### config.mk
export PLATFORM = sky130hd
export DESIGN_NAME = shooter_pickup_sequencer_flat
export DESIGN_NICKNAME = d
export VERILOG_FILES = /design/src/hw/rtl/sps_pkg.sv /design/src/hw/rtl/sps_if.sv /design/src/hw/rtl/sps_step.sv /design/src/hw/rtl/shooter_pickup_sequencer.sv /design/src/flat_wrapper.sv
export SDC_FILE = /design/constraint.sdc
export NUM_CORES = 1
export LEC_CHECK = 0
export BUFFER_PORTS_ARGS = -buffer_cell sky130_fd_sc_hd__buf_2
export CAP_MARGIN = 5
export CORE_MARGIN = 2
export CORE_UTILIZATION = 55
export CTS_BUF_LIST = sky130_fd_sc_hd__clkbuf_4
export CTS_CLUSTER_DIAMETER = 100
export DETAILED_ROUTE_END_ITERATION = 7
export PLACE_DENSITY = 0.75
export SKIP_CTS_REPAIR_TIMING = 1
export SLEW_MARGIN = 20
export SYNTH_ARGS = -nofsm -noshare
export SYNTH_HDL_FRONTEND = slang
export SYNTH_SLANG_ARGS = --single-unit
### constraint.sdc
create_clock -name clk_i -period 8.25 [get_ports clk_i]
set_input_delay 0.825 -clock clk_i [delete_from_list [all_inputs] [get_ports clk_i]]
set_output_delay 0.825 -clock clk_i [all_outputs]
set_load 0.02 [all_outputs]
### src/hw/rtl/sps_pkg.sv
// types, constants and helper functions for the shooter and pickup sequencer
`timescale 1ns / 1ps

package sps_pkg;

  // configuration register indexes
  typedef enum logic [1:0] {
    CFG_BACK_OFF_TICKS     = 2'd0,
    CFG_SPIN_UP_TICKS      = 2'd1,
    CFG_MIN_SHOT_SPEED     = 2'd2,
    CFG_DEFAULT_SHOT_SPEED = 2'd3
  } cfg_idx_e;

  localparam int unsigned CfgIdxWidth  = 2;
  localparam int unsigned CfgDataWidth = 16;

  // sequencing constants, drive values in Q1.15
  localparam logic [15:0] RampStep    = 16'd66;     // 0.002 of full scale
  localparam logic [7:0]  HoldLimit   = 8'd200;
  localparam logic [15:0] BrakeTicks  = 16'd5;
  localparam logic [15:0] ReleaseTicks = 16'd75;
  localparam logic [15:0] BrakeDrive  = 16'hE000;   // -0.25
  localparam logic [15:0] HalfDrive   = 16'h4000;   // 0.5
  localparam logic [15:0] NegHalfDrive = 16'hC000;  // -0.5
  localparam logic [15:0] PhaseReset  = 16'd1000;

  // configuration reset values
  localparam logic [15:0] BackOffReset  = 16'd50;
  localparam logic [15:0] SpinUpReset   = 16'd100;
  localparam logic [14:0] MinSpeedReset = 15'd16384;
  localparam logic [14:0] DefSpeedReset = 15'd24576;

  typedef struct packed {
    logic               trigger_held;
    logic               reverse_held;
    logic               advance_held;
    logic               override_held;
    logic               camera_locked;
    logic signed [15:0] stick_y;
    logic signed [15:0] stick_z;
  } cmd_t;

  typedef struct packed {
    logic signed [15:0] shooter_drive;
    logic signed [15:0] pickup_drive;
  } drive_t;

  typedef struct packed {
    logic [15:0] back_off_ticks;
    logic [15:0] spin_up_ticks;
    logic [14:0] min_shot_speed;
    logic [14:0] default_shot_speed;
  } cfg_t;

  typedef struct packed {
    logic [15:0] phase_count;
    logic [7:0]  hold_count;
    logic        last_trigger;
    logic [15:0] pickup_hold;
  } state_t;

  // ramp magnitude n * 66, fits 16 bits for any 8 bit n
  function automatic logic [15:0] ramp_mag(logic [7:0] n);
    return 16'({8'd0, n} * RampStep);
  endfunction

endpackage

### src/hw/rtl/sps_if.sv
// valid/ready channel interfaces for command and drive transactions
`timescale 1ns / 1ps

interface sps_cmd_if import sps_pkg::*; ();
  logic valid;
  logic ready;
  cmd_t data;

  modport source (output valid, output data, input ready);
  modport sink   (input valid, input data, output ready);
endinterface

interface sps_drive_if import sps_pkg::*; ();
  logic   valid;
  logic   ready;
  drive_t data;

  modport source (output valid, output data, input ready);
  modport sink   (input valid, input data, output ready);
endinterface

### src/hw/rtl/sps_step.sv
// next-state and drive computation for one control tick
`timescale 1ns / 1ps

module sps_step import sps_pkg::*; (
  input  cmd_t   cmd_i,
  input  cfg_t   cfg_i,
  input  state_t st_i,
  output state_t st_o,
  output drive_t drv_o
);

  logic [7:0]         hold_inc;
  logic [15:0]        phase_inc;
  logic [15:0]        mag;
  logic [16:0]        feed_limit;
  logic signed [15:0] min_s;
  logic signed [15:0] speed;
  logic [15:0]        shoot;

  always_comb begin
    hold_inc   = (st_i.hold_count == 8'hFF) ? st_i.hold_count : st_i.hold_count + 8'd1;
    phase_inc  = (&st_i.phase_count) ? st_i.phase_count : st_i.phase_count + 16'd1;
    feed_limit = {1'b0, cfg_i.back_off_ticks} + {1'b0, cfg_i.spin_up_ticks};
    min_s      = $signed({1'b0, cfg_i.min_shot_speed});

    // shooter speed once spin-up starts
    if (cmd_i.override_held) begin
      speed = (cmd_i.stick_z < min_s) ? min_s : cmd_i.stick_z;
    end else if (cmd_i.camera_locked) begin
      speed = $signed({1'b0, cfg_i.default_shot_speed});
    end else begin
      speed = min_s;
    end

    st_o  = st_i;
    shoot = 16'd0;
    mag   = 16'd0;

    if (cmd_i.reverse_held || cmd_i.advance_held) begin
      st_o.hold_count = hold_inc;
      mag   = (hold_inc < HoldLimit) ? ramp_mag(hold_inc) : HalfDrive;
      shoot = cmd_i.reverse_held ? 16'd0 - mag : mag;
    end else begin
      st_o.hold_count = 8'd0;
      if (cmd_i.trigger_held != st_i.last_trigger) begin
        st_o.phase_count  = 16'd0;
        st_o.last_trigger = cmd_i.trigger_held;
        st_o.pickup_hold  = cmd_i.trigger_held ? NegHalfDrive : cmd_i.stick_y;
      end else if (cmd_i.trigger_held) begin
        st_o.phase_count = phase_inc;
        if (phase_inc < BrakeTicks) begin
          shoot            = BrakeDrive;
          st_o.pickup_hold = HalfDrive;
        end else if (phase_inc < cfg_i.back_off_ticks) begin
          st_o.pickup_hold = HalfDrive;
        end else begin
          shoot            = speed;
          st_o.pickup_hold = ({1'b0, phase_inc} < feed_limit) ? 16'd0 : cmd_i.stick_y;
        end
      end else begin
        // release braking ramp
        st_o.phase_count = phase_inc;
        if (phase_inc < ReleaseTicks) begin
          mag   = ramp_mag({1'b0, phase_inc[6:0]});
          shoot = 16'd0 - mag;
        end
        st_o.pickup_hold = cmd_i.stick_y;
      end
    end

    drv_o.shooter_drive = shoot;
    drv_o.pickup_drive  = st_o.pickup_hold;
  end

endmodule

### src/hw/rtl/shooter_pickup_sequencer.sv
// top level of the shooter and pickup sequencer
//
//   channel   dir  handshake      payload
//   cmd_i     in   valid/ready    trigger, buttons, camera lock, stick y/z
//   drv_o     out  valid/ready    shooter_drive, pickup_drive (Q1.15)
//   cfg_*_i   in   write enable   register index, 16 bit write data
//
// the step logic sits between the state registers and the result register,
// so a new command is taken every cycle while drv_o is not stalled
// cmd ready is high whenever the result register is empty or being drained
// a stall on drv_o holds the result and blocks cmd_i, no state moves then
// rst_ni clears the result valid and resets the sequencer state and the config registers
`timescale 1ns / 1ps

module shooter_pickup_sequencer import sps_pkg::*; (
  input  logic                    clk_i,
  input  logic                    rst_ni,
  input  logic                    cfg_we_i,
  input  logic [CfgIdxWidth-1:0]  cfg_idx_i,
  input  logic [CfgDataWidth-1:0] cfg_data_i,
  sps_cmd_if.sink                 cmd_i,
  sps_drive_if.source             drv_o
);

  cfg_t   cfg_q;
  state_t st_q, st_d;
  drive_t drv_d, drv_q;
  logic   drv_valid_q;
  logic   cmd_take;

  // take a command when the result slot is free or emptying this cycle
  assign cmd_i.ready = !drv_valid_q || drv_o.ready;
  assign cmd_take    = cmd_i.valid && cmd_i.ready;

  // configuration registers
  always_ff @(posedge clk_i or negedge rst_ni) begin
    if (!rst_ni) begin
      cfg_q.back_off_ticks     <= BackOffReset;
      cfg_q.spin_up_ticks      <= SpinUpReset;
      cfg_q.min_shot_speed     <= MinSpeedReset;
      cfg_q.default_shot_speed <= DefSpeedReset;
    end else if (cfg_we_i) begin
      unique case (cfg_idx_e'(cfg_idx_i))
        CFG_BACK_OFF_TICKS:     cfg_q.back_off_ticks     <= cfg_data_i;
        CFG_SPIN_UP_TICKS:      cfg_q.spin_up_ticks      <= cfg_data_i;
        CFG_MIN_SHOT_SPEED:     cfg_q.min_shot_speed     <= cfg_data_i[14:0];
        CFG_DEFAULT_SHOT_SPEED: cfg_q.default_shot_speed <= cfg_data_i[14:0];
        default: ;
      endcase
    end
  end

  // per-tick sequencing logic
  sps_step u_step (
    .cmd_i (cmd_i.data),
    .cfg_i (cfg_q),
    .st_i  (st_q),
    .st_o  (st_d),
    .drv_o (drv_d)
  );

  // sequencer state advances only on an accepted command
  always_ff @(posedge clk_i or negedge rst_ni) begin
    if (!rst_ni) begin
      st_q.phase_count  <= PhaseReset;
      st_q.hold_count   <= 8'd0;
      st_q.last_trigger <= 1'b0;
      st_q.pickup_hold  <= 16'd0;
    end else if (cmd_take) begin
      st_q <= st_d;
    end
  end

  // result register
  always_ff @(posedge clk_i or negedge rst_ni) begin
    if (!rst_ni) begin
      drv_valid_q <= 1'b0;
    end else if (cmd_i.ready) begin
      drv_valid_q <= cmd_i.valid;
    end
  end

  always_ff @(posedge clk_i) begin
    if (cmd_take) begin
      drv_q <= drv_d;
    end
  end

  assign drv_o.valid = drv_valid_q;
  assign drv_o.data  = drv_q;

  // buttons freeze the trigger phase counter
  a_button_freezes_phase: assert property (@(posedge clk_i) disable iff (!rst_ni)
    cmd_take && (cmd_i.data.reverse_held || cmd_i.data.advance_held)
      |=> $stable(st_q.phase_count) && $stable(st_q.last_trigger))
    else $error("phase counter moved while a shooter button was held");

  // a trigger edge restarts the phase counter
  a_edge_restarts_phase: assert property (@(posedge clk_i) disable iff (!rst_ni)
    cmd_take && !cmd_i.data.reverse_held && !cmd_i.data.advance_held &&
      (cmd_i.data.trigger_held != st_q.last_trigger)
      |=> st_q.phase_count == 16'd0)
    else $error("trigger edge did not restart the phase counter");

  // hold counter clears once both buttons are released
  a_hold_clears: assert property (@(posedge clk_i) disable iff (!rst_ni)
    cmd_take && !cmd_i.data.reverse_held && !cmd_i.data.advance_held
      |=> st_q.hold_count == 8'd0)
    else $error("hold counter not cleared");

  // every accepted command leaves a result behind
  a_result_follows: assert property (@(posedge clk_i) disable iff (!rst_ni)
    cmd_take |=> drv_valid_q)
    else $error("accepted command produced no result");

  // pickup output follows the held pickup value
  a_pickup_tracks_hold: assert property (@(posedge clk_i) disable iff (!rst_ni)
    cmd_take |=> drv_q.pickup_drive == st_q.pickup_hold)
    else $error("pickup drive differs from held value");

endmodule
### src/flat_wrapper.sv
// flat-port wrapper written by rule: the top's interface ports become plain ports
module shooter_pickup_sequencer_flat import sps_pkg::*;
  (clk_i, rst_ni, cfg_we_i, cfg_idx_i, cfg_data_i, cmd_i_valid, cmd_i_data, cmd_i_ready, drv_o_valid, drv_o_data, drv_o_ready);
  sps_cmd_if cmd_i_i ();
  sps_drive_if drv_o_i ();
  input  logic clk_i;
  input  logic rst_ni;
  input  logic cfg_we_i;
  input  logic [CfgIdxWidth-1:0] cfg_idx_i;
  input  logic [CfgDataWidth-1:0] cfg_data_i;
  input wire logic [$bits(cmd_i_i.valid)-1:0] cmd_i_valid;
  input wire logic [$bits(cmd_i_i.data)-1:0] cmd_i_data;
  output wire logic [$bits(cmd_i_i.ready)-1:0] cmd_i_ready;
  output wire logic [$bits(drv_o_i.valid)-1:0] drv_o_valid;
  output wire logic [$bits(drv_o_i.data)-1:0] drv_o_data;
  input wire logic [$bits(drv_o_i.ready)-1:0] drv_o_ready;
  assign cmd_i_i.valid = cmd_i_valid;
  assign cmd_i_i.data = cmd_i_data;
  assign cmd_i_ready = cmd_i_i.ready;
  assign drv_o_valid = drv_o_i.valid;
  assign drv_o_data = drv_o_i.data;
  assign drv_o_i.ready = drv_o_ready;
  shooter_pickup_sequencer u_core (.clk_i(clk_i), .rst_ni(rst_ni), .cfg_we_i(cfg_we_i), .cfg_idx_i(cfg_idx_i), .cfg_data_i(cfg_data_i), .cmd_i(cmd_i_i), .drv_o(drv_o_i));
endmodule
---- Yosys cells after proc, flatten, opt, wreduce, memory -nomap -nowiden ----
Cells that the tools add are included.
Widths: inputs -> output; s select.
word-level totals
  register bits ........................... 136
  input port bits ......................... 60
  output and inout bits ................... 34
  logic and storage cells ................. 64
cells by class
  $add $sub $neg .......................... 5
  $mul .................................... 2
  magnitude comparators ................... 6
  eq/ne operators ......................... 5
  mux-type cells .......................... 22
  bitwise logic cells ..................... 1
  reductions and logical operators ........ 12
operators with widths
  kind                   count
  $mux 16                18
  $lt 16x16->1           2
  $mux 15                2
  $add 16x16->17         1
  $lt 16x17->1           1
  $add 16x1->16 const B  1
  $lt 16x3->1 const B    1
  $lt 16x7->1 const B    1
  $mux 8                 2
  $reduce_and 16->1      1
  $sub 1x15->16 const A  1
  $sub 1x14->15 const A  1
  $mul 8x6->14 const B   1
  $mul 7x6->13 const B   1
  $reduce_and 2->1       5
  $add 8x1->8 const B    1
  $eq 8x8->1 const B     1
  $lt 8x8->1 const B     1
  $eq 2x2->1 const B     2
  $reduce_and 3->1       1
  $eq 2x1->1 const B     1
  $logic_not 2->1        1
  $logic_or 1x1->1       2
  $logic_and 1x1->1      1
  3 further kinds        3

---- Longest topological paths before layout ----
  depth in word-level cells ............... 9
  depth in mapped cells ................... 20
  gate-level depth less buffers ........... 19

---- Modules after synthesis ----
From an unflattened synthesis, not the netlist that was laid out.
second synthesis, totals
  cells, all modules ...................... 1,023
  area total of the unflattened synthesis .. 10,022.1 um^2
modules (own cells, without submodules)
  module                    times used  cells each  area each (um^2)  sequential area each (um^2)
  sps_step                  1           768         5,151.2           0.0
  shooter_pickup_sequencer  1           255         4,870.9           3,582.2

---- Worst setup path after synthesis ----
OpenSTA, ideal clock, no wires.
  path kind ............................... reg-to-reg
  from .................................... reg u_core.st_q[18] (netlist name)
  to ...................................... reg u_core.drv_q (netlist bit u_core.drv_o.data[29]), data pin
  setup time .............................. 261 ps
  arrival time ............................ 4,081 ps
  setup slack ............................. 3,908 ps
  stages on the path, launching flop included .. 19
  path buffers ............................ 2
  period minus slack after synthesis ...... 4,342 ps
  path through ............................ dfrtp_1 ha_1 clkbuf_1 inv_1 or3_1 clkbuf_1 mux2_2 ha_1 ha_1 ha_1 inv_1 fa_1 xor2_1 nand3_1 nor3b_1 o21ai_0 o21bai_1 xnor2_1 a221o_1
RTL lines
  element                   RTL line                        source
  start: declaration        shooter_pickup_sequencer.sv:26  state_t st_q, st_d;
  start signal: assignment  shooter_pickup_sequencer.sv:70  st_q <= st_d;
  end signal: assignment    shooter_pickup_sequencer.sv:85  drv_q <= drv_d;
  end: declaration          shooter_pickup_sequencer.sv:27  drive_t drv_d, drv_q;

==> results.md <==
- Grt total ovfl: 0
- Crit-path slowest cell: dfrtp_1
- Starting Density: 0.5575
- Dpl hpwl: 17.56 mm
- Syn Inst Count: 1044
- TritonRoute pass-1 iters: 7
- Worst Path Required: 8.60 ns
- Worst-margin pin slew: 1.051 ns
- Largest stage delay, worst path: 0.53 ns
- CP Max Fanout: 10
- Post-synthesis cell type count: 78
- WL final: 23.66 mm
- Worst rel slew slack: 0.2976
- DRC: 0
- Critical Path Sink Type: flip-flop
- Seq/Total Area, Yosys: 0.3741
- Fin crit period: 4.829 ns
- Drt first-iter violations: 645
- Final Skew: 0.01950 ns
- Tot Pwr: 2.266 mW
- Yosys reg bits: 136
- Post-synth top flop: dfrtp_1
- Post-synth EDFFs: 32
- First-pass GRT wire length: 37.97 mm
- CP Launch Type: flip-flop
- Gp weighted congestion: 0.9554
- Worst IR drop on VDD: 0.1808 mV
- Layout cell share with drive strength beyond 1: 0.1895
- Asr flop ratio synth: 0.7647
- Total GRT Usage: 0.2626
- Final Max Slew Viols: 0
- Vias in the first global route: 7514
- Initial antenna violation count: 1
- Via count: 8026
- Final worst-path cycle share: 0.5854
- Clk pin slew, worst setup/hold paths: 0.13 ns
- Pwr dens: 217.0 nW/um^2
- Dpl cells: 1317
- NumNets Final: 1255
- H-tree levels: 4
- Syn_area_per_cell: 9.173 um^2
- Clock buffer count from CTS: 17
- Number of max-cap violations: 0
- Die W: 136.0 um
- Syn Nets: 1188
- Synth Cell Area: 9577 um^2
- Arr. time, crit path: 5.18 ns
- Largest net degree at the start of global routing: 62
- Fmax achieved: 207.1 MHz
- Status: complete, no violations
- I/O pins: 94
- Die Area: 18480 um^2
- DR WL/cell: 17.51 um
- Yosys warns: 0
- Top cell by count, worst path: ha_1
- Hold slack: 0.2040 ns
- Worst min-delay path class: in -> async
- Drt via density: 5.941
- Clock Tree Root: clkbuf_4
- Antenna Nets Post-Route: 0
- Endpoints failing hold: 0
- Sinks on Clock Net: 136
- Row count: 48
- I/O Buffers: 93
- Core Area: 17180 um^2
- Leakage: 4.718 nW
- CP cell instances: ha_1 -> inv_1 -> or3_1 -> mux2_2 -> ha_1 -> ha_1 -> ha_1 -> inv_1 -> fa_1 -> xor2_1 -> nand3_1 -> nor3b_1 -> o21ai_0 -> o21bai_1 -> xnor2_1 -> a221o_1
- Setup violators final: 0
- CTS tree: built
- RSZ-0062 raised after global routing: no
- Die Y: 136.0 um
- Worst Setup Path Type: reg -> reg
- Max Root-Sink Buffers: 2
- Area growth from synthesis to layout: 9.015%
- Sum Neg Setup Slack: 0 ns
- Non-Filler Instances: 1351
- Clk Latency, worst-skew pair: 0.60 ns
- Reg2reg path depth: 16
## synth_stat cells (all sizes together) (8+ instances only)
cell type    n  area [um^2]
nand2      152        570.6
xnor2       31        271.5
nand3       24        120.1
mux2i        8        80.08
nor3        15        75.07
o211ai      12        95.09
and3         8        50.05
mux2        52        585.6
a21o        22        165.2
edfxtp      32        960.9
nor2b        9        56.30
clkbuf      36        135.1
nand2b      10        62.56
or3         11        68.82
dfstp       15        394.1
a22o        14        122.6
buf         14        110.1
inv         63        236.5
ha          81         1013
nand4       14        87.58
a22oi        8        60.06
and2        11        68.82
a21oi       80        400.4
xor2        13        113.9
o21ai       62        314.1
a211oi       8        60.06
nor2        47        176.4
dfrtp       89         2227
## layout make-up
type | instances | area (um^2)
antenna | 2 | 5.005
timing repair buffer | 98 | 505.5
inverter | 64 | 240.2
tap | 225 | 281.5
multi-input combinational | 794 | 5519
clock inverter | 15 | 178.9
sequential | 136 | 3582
clock buffer | 17 | 127.6
fill | 1548 | 6736
## cell usage in the layout (no fill, tap or decap), types with 6 or more instances in the layout
cell	Yosys	routed
nand4_1	14	14
o21ai_0	60	60
a21o_1	22	22
buf_4	1	6
nor2_1	47	47
a22oi_1	8	8
or3_1	11	11
xor2_1	13	13
nand2b_1	10	10
inv_1	61	61
and2_1	11	11
nand2_1	152	152
o211ai_1	11	11
edfxtp_1	32	32
xnor2_1	31	31
nand3_1	24	24
a21oi_1	80	80
and3_1	8	8
buf_2	7	92
nor2b_1	9	9
dfstp_2	15	15
mux2_2	51	51
dfrtp_1	89	89
a31oi_1	7	7
nor3_1	15	15
clkbuf_4	0	17
ha_1	81	81
mux2i_1	8	8
a22o_1	14	14
a211oi_1	8	7
## report_power, final
part	total [mW]	switching, mW	internal [mW]	leakage, nW
Sequential	0.898	0.0859	0.812	1.57
Combinational	0.880	0.509	0.371	2.98
Clock	0.488	0.296	0.192	0.168
Total	2.27	0.891	1.37	4.72
## path summary, 6_finish.rpt
kind | slack (ns) | to | start
max | 3.42 | u_core.drv_o.data[29] | u_core.st_q[17]
max in group asynchronous | 6.84 | u_core.cfg_q[33] | rst_ni
min | 0.20 | u_core.st_q[24] | rst_ni
min in group clk_i | 0.44 | u_core.drv_o.valid | cmd_i_valid
min reg2reg | 0.51 | u_core.st_q[14] | u_core.st_q[14]
max reg2reg | 3.42 | u_core.drv_o.data[29] | u_core.st_q[17]
## critical path: cells and delay by family, from the launching register on
| kind | cells | cell delay, ns |
|---|---|---|
| AO/OA/AOI/OAI | 3 | 0.70 |
| XOR/XNOR | 2 | 0.52 |
| adder cells (fa/ha/maj) | 5 | 1.40 |
| buffers and inverters | 2 | 0.18 |
| flip-flops | 1 | 0.53 |
| multiplexers | 1 | 0.35 |
| AND/OR/NAND/NOR | 3 | 0.91 |
## layer usage
metal  routed length (um)  up-vias  GRT usage
met5                    0        -          0
met4                  623        0     0.1024
met3                 1477       41    0.04325
met2                10470      294     0.4038
met1                11090     3758     0.3721
li1                     -     3933          -
## sequential cells by signal (all words and copies together) (netlist names)
name	cells
u_core.drv_o.data	32
u_core.drv_o.valid	1
u_core.st_q	41
u_core.cfg_q	62
## cells by family after synthesis
logic type | Yosys count | synth area share
and+or+nand+nor | 333 | 0.1670
AOI/OAI and AO/OA | 273 | 0.1864
DFF | 136 | 0.3741
buffers and inverters | 114 | 0.05069
adders and majority gates | 84 | 0.1121
muxes | 60 | 0.06951
xor gates and xnor gates | 44 | 0.04024
## through the flow
step / util / setup slack [ns] / area, um^2
4_1_cts: 0.6072 / 3.456 / 10430
5_1_grt: 0.6078 / 3.080 / 10440
6_report: 0.6078 / 3.421 / 10440
3_5_place_dp: 0.5894 / 3.359 / 10120
2_1_floorplan: - / 3.908 / 9577
3_3_place_gp: 0.5894 / 3.529 / 10120
No activity file was read; power rests on OpenSTA's default activity.
